==> config.mk <==
export PLATFORM = sky130hd
export DESIGN_NAME = bb3_window
export DESIGN_NICKNAME = d
export VERILOG_FILES = /design/src/rtl/bb3_pkg.sv /design/src/rtl/bb3_window.sv
export SDC_FILE = /design/constraint.sdc
export NUM_CORES = 1
export LEC_CHECK = 0
export CAP_MARGIN = 20
export CORE_MARGIN = 2
export CORE_UTILIZATION = 65
export CTS_BUF_LIST = sky130_fd_sc_hd__clkbuf_4 sky130_fd_sc_hd__clkbuf_8 sky130_fd_sc_hd__clkbuf_16
export DETAILED_ROUTE_END_ITERATION = 16
export DONT_BUFFER_PORTS = 1
export PLACE_DENSITY = 0.81
export SYNTH_ARGS = -nofsm -noshare
export SYNTH_HDL_FRONTEND = slang
export SYNTH_SLANG_ARGS = --single-unit
==> constraint.sdc <==
create_clock -name clock -period 4.7 [get_ports clock]
set_clock_uncertainty 0.1 [all_clocks]
set_input_delay 0.47 -clock clock [delete_from_list [all_inputs] [get_ports clock]]
set_output_delay 0.47 -clock clock [all_outputs]
set_load 0.05 [all_outputs]
==> src/rtl/bb3_pkg.sv <==
// ----------------------------------------------------------------------------
// bb3_pkg
// Shared types and constants of the 3x3 RGB box blur: pixel and result
// words, pipeline control, channel sums and the divide-by-nine helper.
// ----------------------------------------------------------------------------
package bb3_pkg;

   localparam int PIX_W      = 8;
   localparam int SUM_W      = 12;   // nine 8-bit samples sum to at most 2295
   localparam int POS_W      = 11;
   localparam int CSR_IDX_W  = 4;
   localparam int CSR_DATA_W = 12;

   localparam logic [CSR_IDX_W-1:0] CSR_IMAGE_WIDTH  = 4'd0;
   localparam logic [CSR_IDX_W-1:0] CSR_IMAGE_HEIGHT = 4'd1;

   // floor(x / 9) == (x * 7282) >> 16 for every x below 32768
   localparam logic [12:0] RECIP_9     = 13'd7282;
   localparam int          RECIP_SHIFT = 16;

   localparam int QUEUE_DEPTH = 4;
   localparam int QPTR_W      = $clog2(QUEUE_DEPTH);
   localparam int QFILL_W     = $clog2(QUEUE_DEPTH + 1);

   typedef struct packed {
      logic [PIX_W-1:0] blue;
      logic [PIX_W-1:0] green;
      logic [PIX_W-1:0] red;
   } req_type;

   typedef struct packed {
      logic [PIX_W-1:0] blue_mean;
      logic [PIX_W-1:0] green_mean;
      logic [PIX_W-1:0] red_mean;
      logic [POS_W-1:0] center_row;
      logic [POS_W-1:0] center_col;
      logic             frame_done;
   } rsp_type;

   // one line store entry: the pixel two rows up and the pixel one row up
   typedef struct packed {
      req_type upper;
      req_type middle;
   } line_entry_type;

   typedef struct packed {
      logic             emit;
      logic             frame_done;
      logic [POS_W-1:0] row;
      logic [POS_W-1:0] col;
   } ctrl_type;

   typedef struct packed {
      logic [SUM_W-1:0] blue;
      logic [SUM_W-1:0] green;
      logic [SUM_W-1:0] red;
   } sum_type;

   function automatic logic [PIX_W-1:0] mean9(input logic [SUM_W-1:0] sum);
      logic [SUM_W+13-1:0] prod;
      prod = (SUM_W+13)'(sum) * (SUM_W+13)'(RECIP_9);
      return prod[RECIP_SHIFT+PIX_W-1:RECIP_SHIFT];
   endfunction

endpackage

==> src/rtl/bb3_window.sv <==
// ----------------------------------------------------------------------------
// bb3_window
// 3x3 window: six registers for the two previous columns plus the column
// arriving now, summed per channel into a registered stage.
// ----------------------------------------------------------------------------
module bb3_window (
   input  logic              clock,
   input  logic              reset,
   input  logic              s1_valid,
   input  bb3_pkg::ctrl_type s1_ctrl,
   input  bb3_pkg::req_type  top_pix,
   input  bb3_pkg::req_type  mid_pix,
   input  bb3_pkg::req_type  bot_pix,
   output logic              s2_valid,
   output bb3_pkg::ctrl_type s2_ctrl,
   output bb3_pkg::sum_type  s2_sum
);

   // [0..2] column c-2 top/mid/bot, [3..5] column c-1
   bb3_pkg::req_type  win_ff [6];
   bb3_pkg::req_type  win_in [6];
   bb3_pkg::sum_type  sum_in;
   bb3_pkg::sum_type  s2_sum_ff;
   bb3_pkg::ctrl_type s2_ctrl_ff;
   logic              s2_valid_ff;

   always_comb begin
      sum_in.blue  = bb3_pkg::SUM_W'(top_pix.blue) + bb3_pkg::SUM_W'(mid_pix.blue)
                   + bb3_pkg::SUM_W'(bot_pix.blue);
      sum_in.green = bb3_pkg::SUM_W'(top_pix.green) + bb3_pkg::SUM_W'(mid_pix.green)
                   + bb3_pkg::SUM_W'(bot_pix.green);
      sum_in.red   = bb3_pkg::SUM_W'(top_pix.red) + bb3_pkg::SUM_W'(mid_pix.red)
                   + bb3_pkg::SUM_W'(bot_pix.red);
      for (int i = 0; i < 6; i++) begin
         sum_in.blue  = sum_in.blue  + bb3_pkg::SUM_W'(win_ff[i].blue);
         sum_in.green = sum_in.green + bb3_pkg::SUM_W'(win_ff[i].green);
         sum_in.red   = sum_in.red   + bb3_pkg::SUM_W'(win_ff[i].red);
      end
   end

   // shift the window one column left
   always_comb begin
      win_in[0] = win_ff[3];
      win_in[1] = win_ff[4];
      win_in[2] = win_ff[5];
      win_in[3] = top_pix;
      win_in[4] = mid_pix;
      win_in[5] = bot_pix;
   end

   always_ff @(posedge clock) begin
      if (reset) begin
         for (int i = 0; i < 6; i++) begin
            win_ff[i] <= '0;
         end
         s2_valid_ff <= 1'b0;
      end else begin
         if (s1_valid) begin
            for (int i = 0; i < 6; i++) begin
               win_ff[i] <= win_in[i];
            end
         end
         s2_valid_ff <= s1_valid & s1_ctrl.emit;
      end
   end

   always_ff @(posedge clock) begin
      if (s1_valid) begin
         s2_sum_ff  <= sum_in;
         s2_ctrl_ff <= s1_ctrl;
      end
   end

   assign s2_valid = s2_valid_ff;
   assign s2_ctrl  = s2_ctrl_ff;
   assign s2_sum   = s2_sum_ff;

endmodule

After elaboration in Yosys (flattened, before gate mapping)
Memories as Yosys holds them, arrays and structs flattened.
Cells that the tools add are included.

cells by class
  add/subtract/negate cells = 24
  muxes and demuxes = 11
  bitwise logic cells = 7

operator list
  operator                                  number
  12-bit by 8-bit adder with 12-bit output  12
  24-bit 2-to-1 mux                         6
  11-bit by 8-bit adder with 12-bit output  3
  10-bit by 8-bit adder with 11-bit output  3
  9-bit by 8-bit adder with 10-bit output   3
  8-bit by 8-bit adder with 9-bit output    3
  1-bit bitwise OR                          6
  1-bit 2-to-1 mux                          5
  1-bit bitwise AND                         1

storage, ports and cells
  register bits = 61
  RAM bits = 144
  word-level logic and storage cells = 51
  memories = 1

memories
  memory  depth  bits a word  read ports  clocked after memory_dff  wr ports  RTL line          source
  win_ff  6      24           6           0                         6         bb3_window.sv:20  bb3_pkg::req_type win_ff [6];

Logic depth before layout (Yosys ltp)
  word-level depth = 8
  mapped depth = 16
  gate-level depth less buffers = 16

Worst setup path after synthesis
OpenSTA, ideal clock, no wires.

  path type = input port to flip-flop
  start point = in top_pix[2] (netlist bit)
  end point = reg s2_sum_ff (netlist bit s2_sum[10]), data pin
  required time = 4.337 ns
  cell stages on the path = 14
  library setup time = 0.263 ns
  slack = 0.503 ns
  arrival time = 3.834 ns
  path through = inv_1 fa_1 inv_1 fa_1 fa_1 inv_1 fa_1 inv_1 ha_1 fa_1 a21oi_1 o211ai_1 o41ai_2 xnor2_1

RTL lines
  element                 RTL line          source
  start: declaration      bb3_window.sv:11  input bb3_pkg::req_type top_pix,
  end signal: assignment  bb3_window.sv:69  s2_sum_ff <= sum_in;
  end: declaration        bb3_window.sv:23  bb3_pkg::sum_type s2_sum_ff;

==> results.cfg <==
[sta]
fin_tns_setup_ns = 0
relSlewSlack = 0.330
rsz0062_at_grt = no
min_period_ns = 4.32
slew_violations = 0
worst_slew_pin_slew_ns = 1.01
report.final.hold_viol_count = 0
setup_viol = 0
fmax_mhz = 231
period_share = 0.919

[min_path]
min_path_type = primary input to register

[finish]
fin_cells = 1200
final_cell_mix = 245 x inv_1, 204 x edfxtp_1, 162 x fa_1
fin_nets = 1250
layout-drive-gt1-share = 0.0497
final_common_cell = inv_1
area_growth_pct = 11.3
fillers = 1194
n_antenna_cell = 0

[clocking]
cts-resized-gates = 0
clockBufferDepth = 3
path_clk_slew_ns = 0.06
cts-root-buf = clkbuf_16
cts-buffers-inserted = 22
cts_tree = done
postCtsSetupRepairBufs = 0
h-tree-depth = 1
clkLatencyLatePin_ns = 0.49
clkSinkCount = 205

[placed_design]
io_buffer_count = 0
dp_hpwl_um = 13900
gp_congestion = 0.795
dp.cells = 1135

[power_and_ir_drop]
report.power.total_mw = 9.60
max-vdd-ir-drop_mv = 0.839
power.leakage_nw = 6.22
power.density_cell_area_nw_per_um2 = 695

[worst_setup_path]
path_max_fanout = 3
crit_path_end_kind = register
cp.required_ns = 4.84
start_kind = register
crit_arrival_ns = 4.46
critical_path_class = register to register

[grt]
overflow = 0
grtUsageTotal = 0.216
antenna_found_initial = 0
grt_pass1_wl_um = 33500
grt_max_degree = 145
grt_pass1_vias = 7005

[die]
die_w_um = 142
num_rows = 50
io_pins = 160
core_sq_um = 18700
start_util = 0.664
fp.dieH_um = 142
die_area_sq_um = 20200

[synthesis]
synth_top_family_by_area = adder cells
ys_warn_count = 0
yosys.area_share.simple = 0.0886
yosysTopAreaCellShare = 0.493
synth_cells = 915
synth_nets = 1215
yosys_register_bits = 205
ys_seq_area_frac = 0.495
synthAdderAreaFrac = 0.300
synthMuxAreaShare = 0
synth.avg_cell_area_sq_um = 13.6
syn-cell-area_sq_um = 12400
yosysUniqueCellTypes = 32
synthXorXnorAreaFrac = 0.0148
yosys.area.top_type = edfxtp_1
synthTopCellsByArea = edfxtp_1 49%, fa_1 26%, inv_1 7.4%, and2_1 7.3%, ha_1 3.9%
synth_compound_area_frac = 0.0227

[detailed_routing]
vias = 6251
wl_per_cell_um = 17.0
routed_wl_um = 20400
dr.pass1.iters = 4
post-route-drc-count = 0
ant_nets = 0
drt_iter0_markers = 297
viasPerCell = 5.21

[flow_run]
drv_cap = 0

[status]
status = finished clean
kinds of logic (layout without fill, tap and decap cells):
logic type | after synthesis | in the layout
buffers and inverters | 261 | 312
flip-flops | 205 | 205
adder cells (fa/ha/maj) | 201 | 201
AND/OR/NAND/NOR | 185 | 185
AO/OA/AOI/OAI | 42 | 42
XOR/XNOR | 21 | 21
critical path, stage by stage (launching register included):
cell and delay, ns:
edfxtp_1 0.41, fa_1 0.57, fa_1 0.44, fa_1 0.55, inv_1 0.05, fa_1 0.47
inv_1 0.04, ha_1 0.24, fa_1 0.47, a21oi_1 0.18, o211ai_1 0.16, o41ai_2 0.25
xnor2_1 0.11
routing by layer:
metal  part of all wire  up-vias  track usage
li1                   -     2896            -
met3              0.058       39       0.0458
met2               0.52      192        0.386
met4              0.026        0       0.0568
met5                  0        -            0
met1               0.39     3124        0.269
power breakdown:
group	internal, mW	switching, mW	leakage [nW]
Combinational	1.86	2.43	3.63
Sequential	2.59	0.696	2.17
Clock	1.33	0.700	0.419
Total	5.78	3.83	6.22
registers in the layout, summed over array words and instances, names as in the netlist:
name      flops
s2_ctrl      24
win_ff      144
s2_sum       36
s2_valid      1
stage by stage:
| stage | setup slack (ns) | hold slack [ns] | instance area [sq um] | utilization |
|---|---|---|---|---|
| after floorplan | 0.503 | 0.447 | 12400 | - |
| after global placement | 0.395 | 0.455 | 12700 | 0.679 |
| after detailed placement | 0.313 | 0.463 | 12700 | 0.679 |
| after CTS | 0.385 | 0.0442 | 13800 | 0.739 |
| after global routing | 0.175 | 0.0497 | 13800 | 0.739 |
| final | 0.380 | 0.0670 | 13800 | 0.739 |
cell usage after synthesis, drive strengths merged:
library cell,number
inv,245
edfxtp,204
fa,162
and2,145
ha,39
xnor2,16
clkbuf,15
nor2,14
a21oi,12
nand2,10
o21ai,8
nor2b,6
xor2,5
a31oi,4
nand3,4
o211ai,4
a211oi,3
a21o,3
nor3,3
o21bai,3
o2111ai,2
or2,2
and3,1
buf,1
dfxtp,1
o21a,1
o41a,1
o41ai,1
layout make-up:
cell class,count,area (sq um),share of cell area
repair buffers,27,295,0.0214
inverters,245,920,0.0665
well taps,234,293,0.0212
clock buffers,23,576,0.0416
flip-flops and latches,205,6150,0.445
multi-input cells,449,5310,0.384
clock inverters,17,288,0.0208
path summary, 6_finish.rpt:
kind | startpoint | to | slack, ns | cells after the start
worst max-delay path | win_ff[0][74]$_SDFFCE_PN0P_ | s2_sum[10]$_DFFE_PP_ | 0.38 | 12
worst max register to register | win_ff[0][74]$_SDFFCE_PN0P_ | s2_sum[10]$_DFFE_PP_ | 0.38 | 12
worst min-delay path | mid_pix[6] | win_ff[0][102]$_SDFFCE_PN0P_ | 0.07 | 1
worst min register to register | win_ff[0][141]$_SDFFCE_PN0P_ | win_ff[0][69]$_SDFFCE_PN0P_ | 0.48 | 1
what timing repair did:
action / CTS / global route
endpoints found under the setup margin: 0 / 0
hold endpoints to repair: 85 / 0
hold buffers: 25 / 0
Power figures use the tool's default switching activity.
