[config.mk]
export PLATFORM = sky130hd
export DESIGN_NAME = bb3_rsp_queue
export DESIGN_NICKNAME = d
export VERILOG_FILES = /design/src/rtl/bb3_pkg.sv /design/src/rtl/bb3_rsp_queue.sv
export SDC_FILE = /design/constraint.sdc
export NUM_CORES = 1
export LEC_CHECK = 0
export ABC_CLOCK_PERIOD_IN_PS = 7300
export BUFFER_PORTS_ARGS = -buffer_cell sky130_fd_sc_hd__buf_2
export CORE_ASPECT_RATIO = 0.5
export CORE_MARGIN = 10
export CORE_UTILIZATION = 58
export CTS_CLUSTER_SIZE = 25
export DETAILED_ROUTE_END_ITERATION = 8
export GPL_ROUTABILITY_DRIVEN = 0
export PLACE_DENSITY = 0.89
export SYNTH_ARGS = -nofsm -noshare
export SYNTH_HDL_FRONTEND = slang
export SYNTH_SLANG_ARGS = --single-unit
[constraint.sdc]
create_clock -name clock -period 7.3 [get_ports clock]
set_input_delay 2.19 -clock clock [delete_from_list [all_inputs] [get_ports clock]]
set_output_delay 2.19 -clock clock [all_outputs]
set_load 0.01 [all_outputs]
[src/rtl/bb3_pkg.sv]
// ----------------------------------------------------------------------------
// bb3_pkg
// Shared types and constants of the 3x3 RGB box blur: pixel and result
// words, pipeline control, channel sums and the divide-by-nine helper.
// ----------------------------------------------------------------------------
package bb3_pkg;

   localparam int PIX_W      = 8;
   localparam int SUM_W      = 12;   // nine 8-bit samples sum to at most 2295
   localparam int POS_W      = 11;
   localparam int CSR_IDX_W  = 4;
   localparam int CSR_DATA_W = 12;

   localparam logic [CSR_IDX_W-1:0] CSR_IMAGE_WIDTH  = 4'd0;
   localparam logic [CSR_IDX_W-1:0] CSR_IMAGE_HEIGHT = 4'd1;

   // floor(x / 9) == (x * 7282) >> 16 for every x below 32768
   localparam logic [12:0] RECIP_9     = 13'd7282;
   localparam int          RECIP_SHIFT = 16;

   localparam int QUEUE_DEPTH = 4;
   localparam int QPTR_W      = $clog2(QUEUE_DEPTH);
   localparam int QFILL_W     = $clog2(QUEUE_DEPTH + 1);

   typedef struct packed {
      logic [PIX_W-1:0] blue;
      logic [PIX_W-1:0] green;
      logic [PIX_W-1:0] red;
   } req_type;

   typedef struct packed {
      logic [PIX_W-1:0] blue_mean;
      logic [PIX_W-1:0] green_mean;
      logic [PIX_W-1:0] red_mean;
      logic [POS_W-1:0] center_row;
      logic [POS_W-1:0] center_col;
      logic             frame_done;
   } rsp_type;

   // one line store entry: the pixel two rows up and the pixel one row up
   typedef struct packed {
      req_type upper;
      req_type middle;
   } line_entry_type;

   typedef struct packed {
      logic             emit;
      logic             frame_done;
      logic [POS_W-1:0] row;
      logic [POS_W-1:0] col;
   } ctrl_type;

   typedef struct packed {
      logic [SUM_W-1:0] blue;
      logic [SUM_W-1:0] green;
      logic [SUM_W-1:0] red;
   } sum_type;

   function automatic logic [PIX_W-1:0] mean9(input logic [SUM_W-1:0] sum);
      logic [SUM_W+13-1:0] prod;
      prod = (SUM_W+13)'(sum) * (SUM_W+13)'(RECIP_9);
      return prod[RECIP_SHIFT+PIX_W-1:RECIP_SHIFT];
   endfunction

endpackage

[src/rtl/bb3_rsp_queue.sv]
// ----------------------------------------------------------------------------
// bb3_rsp_queue
// Divides the channel sums by nine and queues finished result words
// until the consumer takes them.
// ----------------------------------------------------------------------------
module bb3_rsp_queue (
   input  logic                         clock,
   input  logic                         reset,
   input  logic                         push,
   input  bb3_pkg::ctrl_type            push_ctrl,
   input  bb3_pkg::sum_type             push_sum,
   output logic                         rsp_valid,
   input  logic                         rsp_ready,
   output bb3_pkg::rsp_type             rsp_data,
   output logic [bb3_pkg::QFILL_W-1:0]  fill
);

   bb3_pkg::rsp_type                entry_ff [bb3_pkg::QUEUE_DEPTH];
   bb3_pkg::rsp_type                entry_in;
   logic [bb3_pkg::QPTR_W-1:0]      wr_ptr_ff;
   logic [bb3_pkg::QPTR_W-1:0]      rd_ptr_ff;
   logic [bb3_pkg::QFILL_W-1:0]     fill_ff;
   logic                            pop;

   assign pop = rsp_valid & rsp_ready;

   always_comb begin
      entry_in.blue_mean  = bb3_pkg::mean9(push_sum.blue);
      entry_in.green_mean = bb3_pkg::mean9(push_sum.green);
      entry_in.red_mean   = bb3_pkg::mean9(push_sum.red);
      entry_in.center_row = push_ctrl.row;
      entry_in.center_col = push_ctrl.col;
      entry_in.frame_done = push_ctrl.frame_done;
   end

   always_ff @(posedge clock) begin
      if (push) begin
         entry_ff[wr_ptr_ff] <= entry_in;
      end
   end

   always_ff @(posedge clock) begin
      if (reset) begin
         wr_ptr_ff <= '0;
         rd_ptr_ff <= '0;
         fill_ff   <= '0;
      end else begin
         if (push) begin
            wr_ptr_ff <= wr_ptr_ff + 1'b1;
         end
         if (pop) begin
            rd_ptr_ff <= rd_ptr_ff + 1'b1;
         end
         case ({push, pop})
            2'b10:   fill_ff <= fill_ff + 1'b1;
            2'b01:   fill_ff <= fill_ff - 1'b1;
            default: fill_ff <= fill_ff;
         endcase
      end
   end

   assign rsp_valid = (fill_ff != '0);
   assign rsp_data  = entry_ff[rd_ptr_ff];
   assign fill      = fill_ff;

endmodule

Yosys cells after proc, flatten, opt, wreduce, memory -nomap -nowiden
Memory sizes are Yosys's and may differ from the RTL's. A register that Yosys moved wholly into a read port is not among the register bits.
Index checks and enable logic that the tools add are counted.
Word-level totals
  input port bits: 64
  output and inout bits: 51
  memory bits (writable): 188
  word-level logic and storage cells: 21
  register bits after elaboration: 7
  memories kept: 1
Operators by class
  add/sub/neg operators: 4
  mux-type cells: 5
  multiply operators: 3
  equal/unequal tests: 2
  bitwise operators: 1
  reduce and logical (&&, ||, !) cells: 2
Memories
  entry_ff: depth 4, width 47, rd ports 1, clocked after Yosys merged registers in 1, wr ports 1, line bb3_rsp_queue.sv:18  | bb3_pkg::rsp_type entry_ff [bb3_pkg::QUEUE_DEPTH];
Operators by type and width (number)
  $mul A12 B12 Y23 const B: 3
  $pmux W3 S2: 1
  $add A2 B1 Y2 const B: 2
  $mux W2: 2
  $add A3 B1 Y3 const B: 1
  $reduce_bool A3 Y1: 1
  $sub A3 B1 Y3 const B: 1
  $eq A2 B1 Y1 const B: 1
  $eq A2 B2 Y1 const B: 1
  $mux W1: 2
  $reduce_bool A2 Y1: 1
  $and A1 B1 Y1: 1

Depth between registers and ports, before layout
  depth after elaboration: 4
  depth in mapped cells: 19
  depth with buffers taken out: 19

Least setup slack after synthesis
Ideal clock, no wire load.
  kind: input port to flip-flop
  from: input port push_sum[1] (netlist bit)
  to: memory entry_ff[0][30] (netlist bit), data pin
  buffers on the path: 0
  stages on the path: 18
  arrival time: 6.172 ns
  required time: 6.987 ns
  setup time: 0.313 ns
  slack: 0.815 ns
  cells stage by stage: inv_1 fa_1 inv_1 ha_1 inv_1 fa_1 inv_1 fa_1 inv_1 fa_1 inv_1 ha_1 a211oi_1 o21ai_0 a221oi_2 o21ai_2 o31ai_4 o311ai_0
RTL lines
  start: declaration: line bb3_rsp_queue.sv:11  | input bb3_pkg::sum_type push_sum,
  end: declaration: line bb3_rsp_queue.sv:18

==> impl_metrics.py <==
metrics = {
    "run_status": {
        "outcome": "finished clean",
    },
    "placed_design": {
        "dpl.hpwl_um": 19700,
        "post_dp_cell_area_mm2": 0.0142,
        "port_buffers": 113,
    },
    "layout": {
        "regArea_mm2": 0.00583,
        "final_core_util_pct": 66.9,
        "n_fill_cell": 1461,
        "finalInstanceArea_mm2": 0.0147,
        "antennaDiodeCount": 0,
        "final_common_cell": "inv_1",
        "syn2layout_area_growth_pct": 11.5,
        "drive_gt1_share_pct": 20.0,
        "nets": 1409,
        "multi_input_area_mm2": 0.00657,
        "final_cell_mix": "inv_1 (208), ha_1 (203), edfxtp_1 (188)",
    },
    "yosys": {
        "netlist_instances": 928,
        "synth_area_mm2": 0.0132,
        "synth_cell_type_count": 44,
        "syn_nets": 1283,
        "ys_ff_latch": 197,
        "synth_edf_count": 188,
        "yosysSeqAreaShare_pct": 44.1,
        "ys_dominant_reg_cell": "edfxtp_1",
        "synthArstFlopShare_pct": 0,
        "syn-mean-instance-area_um2": 14.2,
        "synth_warnings": 0,
    },
    "critical_path": {
        "crit_arrival_ps": 6860,
        "critPathLaunchType": "input port",
        "path_cells": "buf_2, inv_1, fa_1, inv_1, ha_1, inv_1, fa_1, inv_1, fa_1, inv_1, fa_1, inv_1, ha_1, o21ai_0, o21bai_1, a22oi_2, o31ai_2, o31ai_4, o311ai_1",
        "critical_path_class": "input port to flop",
        "worstPathMaxFanout": 4,
        "critPathRequiredTime_ps": 7450,
        "cpMaxStageDelayCell": "o311ai_1",
        "end_kind": "flop",
        "cpMostUsedCell": "inv_1",
        "cpPeakStageDelay_ps": 560,
    },
    "floorplan": {
        "initial_core_util_pct": 60.0,
        "die_h_um": 127,
        "io_pins": 115,
        "die_w_um": 233,
        "coreArea_mm2": 0.0220,
        "die_area_mm2": 0.0296,
        "rows": 38,
    },
    "detailed_routing": {
        "wire_per_inst_um": 19.1,
        "route.met2.wl_um": 14900,
        "viasPerCell": 5.46,
        "via_count": 7460,
        "drt_wl_total_um": 26200,
        "first_pass_iters": 4,
        "drt-met1-wl_um": 9860,
        "routed.top_layer": "met4",
        "initialDrtViolationCount": 457,
        "drc": 0,
        "dr_wl_met3_um": 989,
        "postRouteAntennaNets": 0,
    },
    "timing": {
        "relSlewSlack_pct": 37.1,
        "rsz0062_at_grt": "false",
        "setup_viol_count_final": 0,
        "slew_violations": 0,
        "max_freq_ghz": 0.149,
        "setup_tns_ps": 0,
        "worst_pin_slew_ps": 943,
        "fin_crit_sh_pct": 91.9,
        "min_period_ps": 6710,
        "hold_viol": 0,
        "clock_skew_ps": 8.28,
    },
    "clock_network": {
        "worstSkewPairLatency_ps": 430,
        "cts_tree": "done",
        "cts.sinks": 197,
        "numCtsBuffers": 17,
        "postCtsHoldBufs": 0,
        "cts_repair_resize_count": 0,
        "post_cts_buffers": 0,
        "cts.clk_slew.worst_paths_ps": 70,
        "clock-root-buffer": "clkbuf_16",
        "htree_levels": 4,
        "clockBufferDepth": 2,
    },
    "global_routing": {
        "antenna_found_initial": 0,
        "grt_use_total_pct": 18.5,
        "grt_pass1_wl_um": 43400,
        "overflow": 0,
        "grt_max_degree": 48,
        "grt_pass1_vias": 8557,
    },
    "power": {
        "power_mw": 5.48,
        "pwr_density_cell_mw_per_mm2": 372,
        "p_leak_nw": 6.53,
        "ir_drop_mv": 0.221,
    },
    "hold_path": {
        "hp-class": "flop to flop",
    },
    "flow_run": {
        "maxCapViolations": 0,
    },
}
## state kept, by name (all words and copies together) (netlist names), named ones only
register   flops
fill           3
entry_ff     188
rd_ptr_ff      2
wr_ptr_ff      2
## report_power, final
part | switching (mW) | internal (mW)
logic | 1.56 | 1.17
registers | 0.115 | 1.73
clock network | 0.418 | 0.481
total | 2.09 | 3.38
## cells in the mapped netlist (4+ instances only)
master	number	area share (%)
a211oi_1	5	0.28
a21o_1	4	0.23
a21oi_1	22	0.83
and2_1	5	0.24
buf_2	5	0.19
clkbuf_1	5	0.14
dfxtp_1	9	1.4
edfxtp_1	188	43
fa_1	88	13
ha_1	203	19
inv_1	208	5.9
mux4_2	47	8.0
nand2_1	11	0.31
nand3_1	4	0.15
nand4_1	4	0.19
nor2_1	20	0.57
nor2b_1	6	0.28
o21ai_0	14	0.53
xnor2_1	27	1.8
xor2_1	17	1.1
## final timing paths
kind | startpoint | end | slack, ps | cells past startpoint
max | push_sum[25] | entry_ff[0][46] | 590 | 19
min reg2reg | fill[2] | fill[2] | 500 | 2
min | fill[2] | fill[2] | 500 | 2
max reg2reg | fill[0] | fill[2] | 5180 | 8
## cell type report
| cell class | count | area share, % |
|---|---|---|
| Tap cell | 300 | 2.55 |
| Inverter | 208 | 5.30 |
| Timing Repair Buffer | 118 | 4.09 |
| Clock buffer | 18 | 2.91 |
| Sequential cell | 197 | 39.6 |
| Clock inverter | 14 | 0.985 |
| Multi-Input combinational cell | 512 | 44.6 |
## cells by family (layout without fill, tap and decap cells)
logic type      after synthesis  in the layout  share of synthesized area (%)
fa+ha+maj                   291            291                           32.5
simple gates                 61             61                           2.26
xor+xnor                     44             44                           2.92
compound gates               68             68                           3.85
mux                          48             48                           8.08
flops                       197            197                           44.1
buf+inv                     219            358                           6.27
## critical path, delay by kind of cell
kind,cells,cell delay [ps]
AO/OA/AOI/OAI,6,1520
adder cells (fa/ha/maj),6,2680
buffers and inverters,7,470
## stage by stage
stage	hold slack (ps)	setup WS, ps	cells
global placement	478	366	1335
floorplan	485	815	928
CTS	500	546	1367
finish	500	590	1367
detailed placement	490	177	1335
global route	534	312	1367
## per-layer routing
| metal | vias up | global-route usage, % |
|---|---|---|
| met5 | - | 0 |
| met4 | 0 | 4.87 |
| met3 | 29 | 2.85 |
| met2 | 154 | 36.1 |
| met1 | 3779 | 20.5 |
| li1 | 3498 | - |
(Power assumes the default switching activity.)
